$ cat src/hdl/spq_pkg.sv
// Shared types and constants for the sorted priority queue.
// No dependencies; imported by the controller, datapath and top level.
`timescale 1ns / 1ps
package spq_pkg;

  localparam int QUEUE_DEPTH     = 16;
  localparam int PRIORITY_LEVELS = 8;

  localparam int TASK_W  = 8;
  localparam int PRIO_W  = 3;
  localparam int IDX_W   = $clog2(QUEUE_DEPTH);
  localparam int CNT_W   = $clog2(QUEUE_DEPTH + 1);
  localparam int ENTRY_W = TASK_W + PRIO_W;

  localparam logic [PRIO_W-1:0] PRIO_MAX = PRIO_W'(PRIORITY_LEVELS - 1);

  localparam logic REQ_PUSH = 1'b0;
  localparam logic REQ_POP  = 1'b1;

  typedef enum logic [1:0] {
    ST_OK    = 2'd0,
    ST_EMPTY = 2'd1,
    ST_FULL  = 2'd2
  } status_t;

  typedef enum logic [2:0] {
    S_IDLE,
    S_CHECK,
    S_SCAN,
    S_SHIFT,
    S_INSERT,
    S_TOP,
    S_CAPTURE
  } state_t;

  typedef struct packed {
    logic load;
    logic scan_rd;
    logic shift_init;
    logic shift_rd;
    logic ins_wr;
    logic top_rd;
    logic capture;
  } cmd_t;

  typedef struct packed {
    logic do_insert;
    logic scan_end;
    logic cmp_pend;
    logic shift_end;
    logic wr_pend;
    logic res_free;
  } sts_t;

  function automatic logic [PRIO_W-1:0] sat_prio(input logic [PRIO_W-1:0] p);
    if (p > PRIO_MAX) begin
      return PRIO_MAX;
    end
    return p;
  endfunction

endpackage

$ cat src/hdl/spq_ctrl.sv
// Sequencer for the sorted priority queue: scan, shift, insert, read top, report.
// Depends on spq_pkg for the state, command and status types.
`timescale 1ns / 1ps
module spq_ctrl (
  input  logic          clk,
  input  logic          rst,
  input  logic          req_valid,
  output logic          req_ready,
  input  spq_pkg::sts_t sts,
  output spq_pkg::cmd_t cmd
);
  import spq_pkg::*;

  state_t state, state_next;

  always_ff @(posedge clk) begin
    if (rst) begin
      state <= S_IDLE;
    end else begin
      state <= state_next;
    end
  end

  always_comb begin
    state_next = state;
    cmd        = '0;
    req_ready  = 1'b0;
    case (state)
      S_IDLE: begin
        req_ready = 1'b1;
        if (req_valid) begin
          cmd.load   = 1'b1;
          state_next = S_CHECK;
        end
      end
      S_CHECK: begin
        state_next = sts.do_insert ? S_SCAN : S_TOP;
      end
      S_SCAN: begin
        if (!sts.scan_end) begin
          cmd.scan_rd = 1'b1;
        end else if (!sts.cmp_pend) begin
          cmd.shift_init = 1'b1;
          state_next     = S_SHIFT;
        end
      end
      S_SHIFT: begin
        if (!sts.shift_end) begin
          cmd.shift_rd = 1'b1;
        end else if (!sts.wr_pend) begin
          state_next = S_INSERT;
        end
      end
      S_INSERT: begin
        cmd.ins_wr = 1'b1;
        state_next = S_TOP;
      end
      S_TOP: begin
        cmd.top_rd = 1'b1;
        state_next = S_CAPTURE;
      end
      S_CAPTURE: begin
        if (sts.res_free) begin
          cmd.capture = 1'b1;
          state_next  = S_IDLE;
        end
      end
      default: begin
        state_next = S_IDLE;
      end
    endcase
  end

endmodule

$ cat src/hdl/spq_dpath.sv
// Datapath for the sorted priority queue: slot memory, counters and result register.
// Depends on spq_pkg; driven by commands from spq_ctrl.
`timescale 1ns / 1ps
module spq_dpath (
  input  logic                        clk,
  input  logic                        rst,
  input  spq_pkg::cmd_t               cmd,
  output spq_pkg::sts_t               sts,
  input  logic                        req_type,
  input  logic [spq_pkg::TASK_W-1:0]  task_id,
  input  logic [spq_pkg::PRIO_W-1:0]  task_priority,
  output logic                        rsp_valid,
  input  logic                        rsp_ready,
  output logic [spq_pkg::TASK_W-1:0]  out_task,
  output logic [spq_pkg::PRIO_W-1:0]  out_priority,
  output logic                        out_valid,
  output logic [spq_pkg::CNT_W-1:0]   entry_count,
  output spq_pkg::status_t            status
);
  import spq_pkg::*;

  logic [ENTRY_W-1:0] mem [QUEUE_DEPTH];

  logic [CNT_W-1:0]   fill;
  logic [CNT_W-1:0]   idx;
  logic [CNT_W-1:0]   pos;
  logic               req_pop;
  logic [TASK_W-1:0]  tid;
  logic [PRIO_W-1:0]  prio;
  status_t            op_status;
  logic               cmp_pend;
  logic               wr_pend;
  logic [IDX_W-1:0]   wr_addr;
  logic [ENTRY_W-1:0] rd_q;

  logic               rd_en;
  logic [IDX_W-1:0]   rd_addr;
  logic               wr_en;
  logic [IDX_W-1:0]   wr_a;
  logic [ENTRY_W-1:0] wr_d;
  logic [CNT_W-1:0]   idx_dec;
  logic [CNT_W-1:0]   fill_dec;
  logic               pop_ok;

  assign idx_dec  = idx - CNT_W'(1);
  assign fill_dec = fill - CNT_W'(1);
  assign pop_ok   = req_pop && (op_status == ST_OK);

  always_comb begin
    rd_en   = cmd.scan_rd | cmd.shift_rd | cmd.top_rd;
    rd_addr = idx[IDX_W-1:0];
    if (cmd.shift_rd) begin
      rd_addr = idx_dec[IDX_W-1:0];
    end else if (cmd.top_rd) begin
      rd_addr = fill_dec[IDX_W-1:0];
    end
    wr_en = wr_pend | cmd.ins_wr;
    wr_a  = wr_pend ? wr_addr : pos[IDX_W-1:0];
    wr_d  = wr_pend ? rd_q : {tid, prio};
  end

  always_ff @(posedge clk) begin
    if (rd_en) begin
      rd_q <= mem[rd_addr];
    end
    if (wr_en) begin
      mem[wr_a] <= wr_d;
    end
  end

  always_ff @(posedge clk) begin
    if (rst) begin
      fill      <= '0;
      cmp_pend  <= 1'b0;
      wr_pend   <= 1'b0;
      rsp_valid <= 1'b0;
    end else begin
      cmp_pend <= cmd.scan_rd;
      wr_pend  <= cmd.shift_rd;
      if (cmd.ins_wr) begin
        fill <= fill + CNT_W'(1);
      end else if (cmd.capture && pop_ok) begin
        fill <= fill_dec;
      end
      if (cmd.capture) begin
        rsp_valid <= 1'b1;
      end else if (rsp_ready) begin
        rsp_valid <= 1'b0;
      end
    end
  end

  always_ff @(posedge clk) begin
    if (cmd.load) begin
      req_pop <= (req_type == REQ_POP);
      tid     <= task_id;
      prio    <= sat_prio(task_priority);
      idx     <= '0;
      pos     <= '0;
      if (req_type == REQ_POP && fill == '0) begin
        op_status <= ST_EMPTY;
      end else if (req_type == REQ_PUSH && fill == CNT_W'(QUEUE_DEPTH)) begin
        op_status <= ST_FULL;
      end else begin
        op_status <= ST_OK;
      end
    end
    if (cmd.scan_rd) begin
      idx <= idx + CNT_W'(1);
    end
    if (cmd.shift_init) begin
      idx <= fill;
    end
    if (cmd.shift_rd) begin
      idx     <= idx_dec;
      wr_addr <= idx[IDX_W-1:0];
    end
    if (cmp_pend && (rd_q[PRIO_W-1:0] < prio)) begin
      pos <= pos + CNT_W'(1);
    end
    if (cmd.capture) begin
      status      <= op_status;
      entry_count <= pop_ok ? fill_dec : fill;
      if (fill != '0) begin
        out_task     <= rd_q[ENTRY_W-1:PRIO_W];
        out_priority <= rd_q[PRIO_W-1:0];
        out_valid    <= 1'b1;
      end else begin
        out_task     <= '0;
        out_priority <= '0;
        out_valid    <= 1'b0;
      end
    end
  end

  always_comb begin
    sts.do_insert = !req_pop && (op_status == ST_OK);
    sts.scan_end  = (idx == fill);
    sts.cmp_pend  = cmp_pend;
    sts.shift_end = (idx == pos);
    sts.wr_pend   = wr_pend;
    sts.res_free  = !rsp_valid || rsp_ready;
  end

endmodule

$ cat src/hdl/sorted_priority_queue.sv
// Top level of the sorted priority queue: controller plus datapath.
// Depends on spq_pkg, spq_ctrl and spq_dpath.
//
//   channel  handshake              beat contents
//   req      req_valid/req_ready    req_type, task_id, task_priority
//   rsp      rsp_valid/rsp_ready    out_task, out_priority, out_valid, entry_count, status
//
// A pop, or a rejected request, passes through the check, top read and capture states
// from accept to result. An enqueue first scans the slots for its position, one slot
// memory read per cycle for the priority scan, then does one read and one write per
// cycle for the shift up, and then writes the new entry into the freed slot.
// Reset empties the queue at once; slot contents are left as they are.
// A result waiting on rsp_ready does not block the next request, but the capture
// of the following result holds until the output register is free.
`timescale 1ns / 1ps
module sorted_priority_queue (
  input  logic                        clk,
  input  logic                        rst,
  input  logic                        req_valid,
  output logic                        req_ready,
  input  logic                        req_type,
  input  logic [spq_pkg::TASK_W-1:0]  task_id,
  input  logic [spq_pkg::PRIO_W-1:0]  task_priority,
  output logic                        rsp_valid,
  input  logic                        rsp_ready,
  output logic [spq_pkg::TASK_W-1:0]  out_task,
  output logic [spq_pkg::PRIO_W-1:0]  out_priority,
  output logic                        out_valid,
  output logic [spq_pkg::CNT_W-1:0]   entry_count,
  output spq_pkg::status_t            status
);
  import spq_pkg::*;

  cmd_t cmd;
  sts_t sts;

  spq_ctrl u_ctrl (
    .clk       (clk),
    .rst       (rst),
    .req_valid (req_valid),
    .req_ready (req_ready),
    .sts       (sts),
    .cmd       (cmd)
  );

  spq_dpath u_dpath (
    .clk           (clk),
    .rst           (rst),
    .cmd           (cmd),
    .sts           (sts),
    .req_type      (req_type),
    .task_id       (task_id),
    .task_priority (task_priority),
    .rsp_valid     (rsp_valid),
    .rsp_ready     (rsp_ready),
    .out_task      (out_task),
    .out_priority  (out_priority),
    .out_valid     (out_valid),
    .entry_count   (entry_count),
    .status        (status)
  );

  a_no_write_clash: assert property (@(posedge clk) disable iff (rst)
    cmd.ins_wr |-> !sts.wr_pend)
    else $error("insert write collides with pending shift write");

  a_count_bound: assert property (@(posedge clk) disable iff (rst)
    rsp_valid |-> entry_count <= CNT_W'(QUEUE_DEPTH))
    else $error("entry count beyond queue depth");

  a_full_report: assert property (@(posedge clk) disable iff (rst)
    (rsp_valid && status == ST_FULL) |-> (out_valid && entry_count == CNT_W'(QUEUE_DEPTH)))
    else $error("full status without full queue");

  a_empty_report: assert property (@(posedge clk) disable iff (rst)
    (rsp_valid && status == ST_EMPTY) |-> (!out_valid && entry_count == '0))
    else $error("empty status with entries reported");

endmodule
$ cat config.mk
export PLATFORM = sky130hd
export DESIGN_NAME = sorted_priority_queue
export DESIGN_NICKNAME = d
export VERILOG_FILES = /design/src/hdl/spq_pkg.sv /design/src/hdl/spq_ctrl.sv /design/src/hdl/spq_dpath.sv /design/src/hdl/sorted_priority_queue.sv
export SDC_FILE = /design/constraint.sdc
export NUM_CORES = 1
export LEC_CHECK = 0
export BUFFER_PORTS_ARGS = -buffer_cell sky130_fd_sc_hd__buf_2
export CORE_UTILIZATION = 56
export CTS_CLUSTER_DIAMETER = 40
export CTS_CLUSTER_SIZE = 16
export DETAILED_ROUTE_END_ITERATION = 6
export PLACE_DENSITY = 0.76
export SETUP_SLACK_MARGIN = 0.3
export SYNTH_ARGS = -nofsm -noshare
export SYNTH_HDL_FRONTEND = slang
export SYNTH_HIERARCHICAL = 1
export SYNTH_SLANG_ARGS = --single-unit
export TNS_END_PERCENT = 10
$ cat constraint.sdc
create_clock -name clk -period 3.1 [get_ports clk]
set_input_delay 0.775 -clock clk [delete_from_list [all_inputs] [get_ports clk]]
set_output_delay 0.775 -clock clk [all_outputs]
set_load 0.01 [all_outputs]
Word level (Yosys, flattened, before mapping)

Memory sizes are Yosys's and may differ from the RTL's. A register that Yosys moved wholly into a read port is not among the register bits.
Index checks and enable logic that the tools add are counted.

Flip-flop bits (word level): 58
Memory bits (writable): 176
Input bits: 16
Output and inout port bits: 21
Logic and storage cells: 105
Memories kept: 1

Add/subtract/negate cells: 5
Order comparisons: 2
Equal/unequal tests: 15
Mux-type cells: 43
Bitwise logic cells: 4
Reduce and logical (&&, ||, !) cells: 18

Memories:

| memory      | words | width | rd ports | clocked after Yosys merged registers in | wr ports | line            | RTL |
|---|---|---|---|---|---|---|---|
| u_dpath.mem | 16    | 11    | 1        | 1                                       | 1        | spq_dpath.sv:22 | `logic [ENTRY_W-1:0] mem [QUEUE_DEPTH];` |

Operators with widths:

| cell                | count |
|---|---|
| $mux 5              | 8 |
| $mux 3              | 9 |
| $pmux 3 s7          | 1 |
| $mux 1              | 19 |
| $add 5x1->5 const B | 3 |
| $mux 4              | 3 |
| $mux 11             | 1 |
| $eq 5x5->1          | 2 |
| $sub 5x1->5 const B | 2 |
| $eq 3x3->1 const B  | 3 |
| $ne 2x2->1 const B  | 4 |
| $eq 3x2->1 const B  | 2 |
| $logic_and 1x1->1   | 6 |
| $reduce_and 6->1    | 1 |
| $reduce_bool 2->1   | 3 |
| $eq 5x5->1 const B  | 1 |
| $logic_not 5->1     | 1 |
| $reduce_bool 5->1   | 1 |
| $mux 2              | 2 |
| $ne 2x1->1 const B  | 2 |
| $reduce_bool 4->1   | 1 |
| $eq 3x1->1 const B  | 1 |
| $gt 3x3->1 const B  | 1 |
| $logic_not 3->1     | 1 |
| other kinds (6)     | 9 |

Logic depth before layout (Yosys ltp)

Gate-level depths: netlist of the first run.

Depth after elaboration: 7
Depth in mapped cells: 15
Depth with buffers taken out: 10

Modules after synthesis

Netlist of the first run, hierarchy kept.

By module, submodules not included:

| module    | instances | cells an instance | area an instance (um^2) | seq. area each (um^2) |
|---|---|---|---|---|
| spq_dpath | 1         | 749               | 10208.5                 | 7186.9 |
| spq_ctrl  | 1         | 38                | 271.5                   | 60.1 |

Worst setup path after synthesis of the first run

No wires, ideal clock.

Path type: input to register
Start: in rsp_ready
End: reg u_dpath.fill[4]
Setup time: 0.124 ns
Data arrival time: 3.219 ns
Required time: 2.976 ns
Setup slack: -0.243 ns
Stages: 8
Path buffers: 0
Path through: nand2b_1 > nand2_1 > nor3_1 > nand2_1 > nor3_1 > a41oi_1 > xor2_1 > nor2_1

RTL lines:

| element              | line                        | RTL |
|---|---|---|
| from (decl)          | sorted_priority_queue.sv:25 | `input logic rsp_ready,` |
| to (signal assigned) | spq_dpath.sv:81             | `fill <= fill + CNT_W'(1);` |
| to (signal assigned) | spq_dpath.sv:83             | `fill <= fill_dec;` |
| to (decl)            | spq_dpath.sv:24             | `logic [CNT_W-1:0] fill;` |

==> results of run 1 <==
[cell type report]
type,count,area (sq um)
clock inverter,18,248
tap,229,287
multi-input combinational,467,3250
timing repair buffer,113,1030
sequential,245,7250
fill,1079,5290
clock buffer,31,733
inverter,19,71.3
[routing by layer]
layer / part of all wire / up-vias / routed length (microns)
li1: - / 3100 / -
met1: 0.40 / 3476 / 10300
met2: 0.48 / 430 / 12300
met3: 0.096 / 63 / 2470
met4: 0.027 / 0 / 688
met5: 0 / - / 0
[worst max-delay path, stage by stage, from the launching register on]
cell and delay (ns):
edfxtp_1 0.43, xnor2_1 0.15, nand3_1 0.11, nor3_2 0.05, buf_4 0.14, nor4_4 0.44, buf_6 0.20, nor2b_4 0.26
a211oi_4 0.08, buf_6 0.17, clkbuf_16 0.19, o21ai_0 0.29, o32ai_1 0.16, mux2i_1 0.16, mux2i_1 0.10
[repair_timing]
action	4_1_cts	5_1_grt
gates cloned	2	11
endpoints found under the setup margin	11	11
buffers inserted	1	11
pin swaps	3	13
gates resized for setup	12	75
[cells by family (layout without fill, tap and decap cells)]
kind of cell,after synthesis,count (layout),share of synthesized area
and+or+nand+nor,249,249,0.107
AOI/OAI and AO/OA,139,142,0.0932
DFF,245,245,0.691
muxes,42,42,0.0412
xor gates and xnor gates,27,27,0.0226
adders and majority gates,7,7,0.00836
buffers and inverters,78,181,0.0358
[registers in the layout, summed over array words and instances, names as in the netlist, 2 cells and up]
| register | cells |
|---|---|
| u_ctrl/state | 3 |
| u_dpath/status | 2 |
| u_dpath/entry_count | 5 |
| u_dpath/out_task | 8 |
| u_dpath/tid | 8 |
| u_dpath/mem | 176 |
| u_dpath/out_priority | 3 |
| u_dpath/wr_addr | 4 |
| u_dpath/prio | 3 |
| u_dpath/idx | 5 |
| u_dpath/fill | 5 |
| u_dpath/pos | 5 |
| u_dpath/op_status | 2 |
| u_dpath/rd_q | 11 |
[worst paths after layout]
| path | startpoint | end | slack, ns | depth (start not counted) |
|---|---|---|---|---|
| max | u_dpath/pos[4]$_SDFFCE_PN0P_ | u_dpath/rd_q[10]$_DFFE_PP_ | -0.08 | 14 |
| min | task_id[2] | u_dpath/tid[2]$_DFFE_PP_ | 0.42 | 1 |
| max reg2reg | u_dpath/pos[4]$_SDFFCE_PN0P_ | u_dpath/rd_q[10]$_DFFE_PP_ | -0.08 | 14 |
| min reg2reg | u_dpath/op_status[0]$_SDFFCE_PP1P_ | u_dpath/status[0]$_DFFE_PP_ | 0.50 | 0 |
[Yosys cell counts, types with 2 or more instances]
master and count:
o21ai_0 49, buf_2 15, nand2b_1 2, nand4_1 3, xor2_1 9, a311oi_1 2, and3_2 2, nor3_2 2
inv_1 17, clkbuf_1 31, nor2b_1 16, edfxtp_1 234, buf_4 9, and2_1 2, a221oi_1 4, o31a_1 2
mux2_2 9, nor2_1 173, inv_2 2, buf_6 4, nor3_1 8, nor3b_1 4, nand3_1 7, a31oi_1 4
xnor2_1 18, mux2i_1 33, nand2_1 15, o21ai_1 4, ha_1 7, o32ai_1 44, o211ai_1 2, a21oi_1 15
dfxtp_1 11, or3_1 2, nand3b_1 2, o32a_1 2
[stage by stage]
stage | cells | instance area, sq um | setup TNS (ns)
3_5_place_dp | 1048 | 11200 | -0.999
4_1_cts | 1100 | 12300 | 0
6_report | 1122 | 12900 | -0.161
2_1_floorplan | 787 | 10500 | 0
5_1_grt | 1122 | 12900 | -1.02
3_3_place_gp | 1048 | 11200 | -0.253
[power by group]
| part | switching (uW) | internal (uW) | total, uW |
|---|---|---|---|
| clock | 1310 | 2140 | 3440 |
| combinational | 3300 | 2330 | 5630 |
| sequential | 168 | 4220 | 4380 |
==> summary.txt, run 1 <==
Slew Limit Fails: 0
DRT iter0 DRCs: 760
P_leak: 0.00450 uW
drt first pass iters: 7
CTS Buf Count: 28
Hold Vio Cnt, Final: 0
met1 GRT Util: 0.329
# DRC: 9
unrepaired setup endpoints after global routing: yes
Post-synth EDFFs: 234
Worst EP required: 3.37 ns
met2 Use GR: 0.402
placer congestion estimate: 0.875
Clk Tree Root Cell: clkbuf_16
Critical Path End Type: flop
CTS tree: built
Synth Register Bits: 245
clock-pin slew on the worst setup and hold paths: 0.06 ns
vias per inst: 6.30
Crit Path Category: reg2reg
diode count: 0
Worst Setup Start Kind: flop
most frequent cells in the layout: 234 x edfxtp_1, 162 x nor2_1, 51 x buf_4
final setup fails: 4
Power Total: 13500 uW
core footprint: 18100 sq um
hold_buf cts: 0
Hold WS: 0.424 ns
first-pass GRT wire length: 36100 microns
DIE AREA: 19300 sq um
Final Util: 0.708
status: finished with violations
# clock sinks: 245
Critical Path AT: 3.46 ns
die height: 139 microns
grt met3 use: 0.0439
Clock Tree Buf Depth: 3
Hold WC Path Type: in2reg
register area share after synthesis: 0.691
pre-CTS WS: -0.199 ns
Synth area leader: edfxtp_1
cells after synthesis: 787
Cell Rows: 49
Clock Skews: 0.0135 ns
max_slew headroom: 0.461
DP HPWL: 14300 microns
Fmax: 314 MHz
top cells by area, synth: edfxtp_1 67%, nor2_1 6.2%, o32ai_1 3.7%, mux2i_1 3.2%, o21ai_0 2.3%
commonest non-fill, non-tap cell in the layout: edfxtp_1
share of the synthesized area in the top cell type: 0.670
gr usage total: 0.244
synthesized area per cell: 13.3 sq um
Synth async-reset ratio: 0
Final Cycle Share: 1.03
Die Wd: 139 microns
ys flop type: edfxtp_1
layout cells sized above 1: 0.261
remaining global-route overflow: 0
failing checks: DRC, setup timing
largest net degree at the start of global routing: 50
final worst slack: -0.0815 ns
initial antenna violation count: 0
ANT nets after route: 0
Initial Util: 0.577
synth unique cells: 58
busiest grt layer: met2
nets: 897
WL final: 25800 microns
I/O pin cnt: 37
# H-tree levels: 1
crit path max fanout: 19
Max Cap Viol: 0
vias in the first global route: 6578
fin crit period: 3.18 ns
Worst-Skew Late Latency: 0.53 ns
Mapped Area: 10500 sq um
Mapped Nets: 810
area growth from synthesis to layout: 22.7%
yosys warns: 6
PwrDens: 1050 nW/um^2
DR vias: 7069
DR WL/cell: 23.0 microns
PortBufs: 36
VDD IR max: 0.000457 V
Slew @ Worst Pin: 0.802 ns
No activity file was read; power rests on OpenSTA's default activity.
==> run 2: changes to the inputs <==
PLACE_DENSITY = 0.77   (was 0.76)
==> run 2 against run 1 <==
Against the previous run:
- the flow still finishes with violations (DRC, setup timing)
- clock power grew 3%
- wire length increased by 5.2%
- total power grew 1.7%
- combinational power grew 2%
- worst setup slack got worse by 0.033 ns
==> summary.txt, run 2 (synthesis results as in run 1) <==
status: finished with violations
failing checks: DRC, setup timing
# H-tree levels: 1 (unchanged)
ANT nets after route: 0 (unchanged)
WL final: 27100 microns (+5.2%)
area growth from synthesis to layout: 22.3%
# DRC: 9 (unchanged)
I/O pin cnt: 37 (unchanged)
DIE AREA: 19300 sq um (unchanged)
gr usage total: 0.236 (-0.00816)
worst hold start: task_id[1]
Largest register FFs: 176 (unchanged)
hold endpoint: u_dpath/tid[1]$_DFFE_PP_
Final Util: 0.706 (-0.00214)
# clock sinks: 245 (unchanged)
largest registers: u_dpath/mem x176, u_dpath/rd_q x11
nets: 897 (unchanged)
P_leak: 0.00449 uW (-0.25%)
vias in the first global route: 6438 (-2.1%)
PortBufs: 36 (unchanged)
max_slew headroom: 0.405 (-0.0565)
hold_buf cts: 0 (unchanged)
Worst EP required: 3.50 ns (+0.13 ns)
unrepaired setup endpoints after global routing: yes
Reg with most FFs: u_dpath/mem
Fmax: 311 MHz (-1.0%)
Worst Setup Start Kind: flop
VDD IR max: 0.000685 V (+50%)
initial antenna violation count: 0 (unchanged)
remaining global-route overflow: 0 (unchanged)
final setup fails: 8 (+4)
placed inst area: 11100 sq um (-1.0%)
r2r worst-path depth: 16 (+2)
Final Cell Area: 12800 sq um (-0.30%)
Hold WC Path Type: in2reg
worst hold stages: 1 (unchanged)
fillers: 1040 (-3.6%)
most frequent cells in the layout: 234 x edfxtp_1, 156 x nor2_1, 51 x buf_4
clock-pin slew on the worst setup and hold paths: 0.06 ns (about the same)
CTS tree: built
reg-to-reg endpoint: u_dpath/rd_q[2]$_DFFE_PP_
pre-CTS WS: -0.128 ns (+0.0708 ns)
Hold WS: 0.401 ns (-0.0229 ns)
DR vias: 7238 (+2.4%)
Clock Tree Buf Depth: 3 (unchanged)
diode count: 0 (unchanged)
placer congestion estimate: 0.881 (+0.71%)
fin crit period: 3.21 ns (+0.0333 ns)
commonest non-fill, non-tap cell in the layout: edfxtp_1
layout cells sized above 1: 0.255 (-0.00617)
Hold Vio Cnt, Final: 0 (unchanged)
Slew Limit Fails: 0 (unchanged)
largest net degree at the start of global routing: 89 (+78%)
Max Cap Viol: 0 (unchanged)
Crit Path Category: reg2reg
Clk Tree Root Cell: clkbuf_16
Final Cycle Share: 1.04 (+0.0108)
Slew @ Worst Pin: 0.886 ns (+0.0842 ns)
CTS Buf Count: 28 (unchanged)
first-pass GRT wire length: 35000 microns (-2.9%)
DRT iter0 DRCs: 941 (+24%)
area of the multi-input gates: 3150 sq um (-3.0%)
DR WL/cell: 24.1 microns (+5.0%)
DP HPWL: 13700 microns (-4.0%)
die height: 139 microns (unchanged)
Critical Path AT: 3.61 ns (+0.15 ns)
Worst-Skew Late Latency: 0.55 ns (+0.02 ns)
r2r setup slk: -0.11 ns (-0.03 ns)
PwrDens: 1070 nW/um^2 (+2.0%)
Sequential cell area: 7250 sq um (unchanged)
crit path max fanout: 22 (+3)
r2r startpoint: u_dpath/idx[4]$_DFFE_PP_
core footprint: 18100 sq um (unchanged)
Cell Rows: 49 (unchanged)
Critical Path End Type: flop
final worst slack: -0.115 ns (-0.0333 ns)
Die Wd: 139 microns (unchanged)
Clock Skews: 0.00939 ns (-0.00410 ns)
drt first pass iters: 7 (unchanged)
Initial Util: 0.577 (unchanged)
vias per inst: 6.44 (+2.2%)
-- run 2: metrics by stage --
stage          TNS [ns]  cells  power (uW)
2_1_floorplan         0    787        7290
3_3_place_gp          0   1038        8250
3_5_place_dp     -0.698   1038        8430
4_1_cts               0   1092       12200
5_1_grt           -1.41   1124       14100
6_report         -0.398   1124       13700
-- run 2: repair_timing --
item	in CTS	in global routing
endpoints found under the setup margin	11	11
endpoints found under the hold margin	0	0
setup buffers	2	17
pin swaps	2	12
cloned	1	15
resized for setup	16	50
-- run 2: worst max path at each step --
| stage | start | to | slack (ns) |
|---|---|---|---|
| floorplan | u_dpath/idx[3]$_DFFE_PP_ | u_dpath/rd_q[1]$_DFFE_PP_ | 0.31 |
| global placement | u_dpath/pos[4]$_SDFFCE_PN0P_ | u_dpath/rd_q[8]$_DFFE_PP_ | 0.006 |
| detailed placement | u_dpath/pos[4]$_SDFFCE_PN0P_ | u_dpath/rd_q[9]$_DFFE_PP_ | -0.13 |
| CTS | u_dpath/pos[4]$_SDFFCE_PN0P_ | u_dpath/rd_q[9]$_DFFE_PP_ | 0.06 |
| global route | u_dpath/idx[4]$_DFFE_PP_ | u_dpath/rd_q[4]$_DFFE_PP_ | -0.27 |
| finish | u_dpath/idx[4]$_DFFE_PP_ | u_dpath/rd_q[2]$_DFFE_PP_ | -0.11 |
-- run 2: where the power goes --
group          total [uW]  internal [uW]  leakage, uW  switching (uW)
Combinational        5720           2310      0.00177            3410
Sequential           4410           4220      0.00222             190
Clock                3560           2190     0.000500            1360
Total               13700           8720      0.00449            4960
-- run 2: layer usage --
layer  part of all wire  global-route usage  up-vias
li1                   -                   -     3103
met2               0.49               0.388      509
met5                  0                   0        -
met1               0.37               0.320     3547
met3              0.098              0.0359       79
met4              0.036              0.0877        0
-- run 2: cell type report --
class,instances,area share
Timing Repair Buffer,115,0.0819
Tap cell,229,0.0224
Sequential cell,245,0.565
Clock buffer,31,0.0555
Multi-Input combinational cell,465,0.245
Inverter,19,0.00556
Clock inverter,20,0.0238
-- run 2: worst max-delay path, cell delays in order, from the launching register on --
cell and delay, ns:
edfxtp_1 0.41, xnor2_1 0.15, nand3_1 0.10, nor3_2 0.04, buf_4 0.15, nor4_4 0.30
buf_4 0.21, nor2_4 0.04, buf_6 0.14, a211oi_4 0.25, buf_6 0.21, buf_4 0.17
clkbuf_16 0.20, nor2_1 0.07, o32ai_1 0.28, mux2i_1 0.16, mux2i_1 0.16
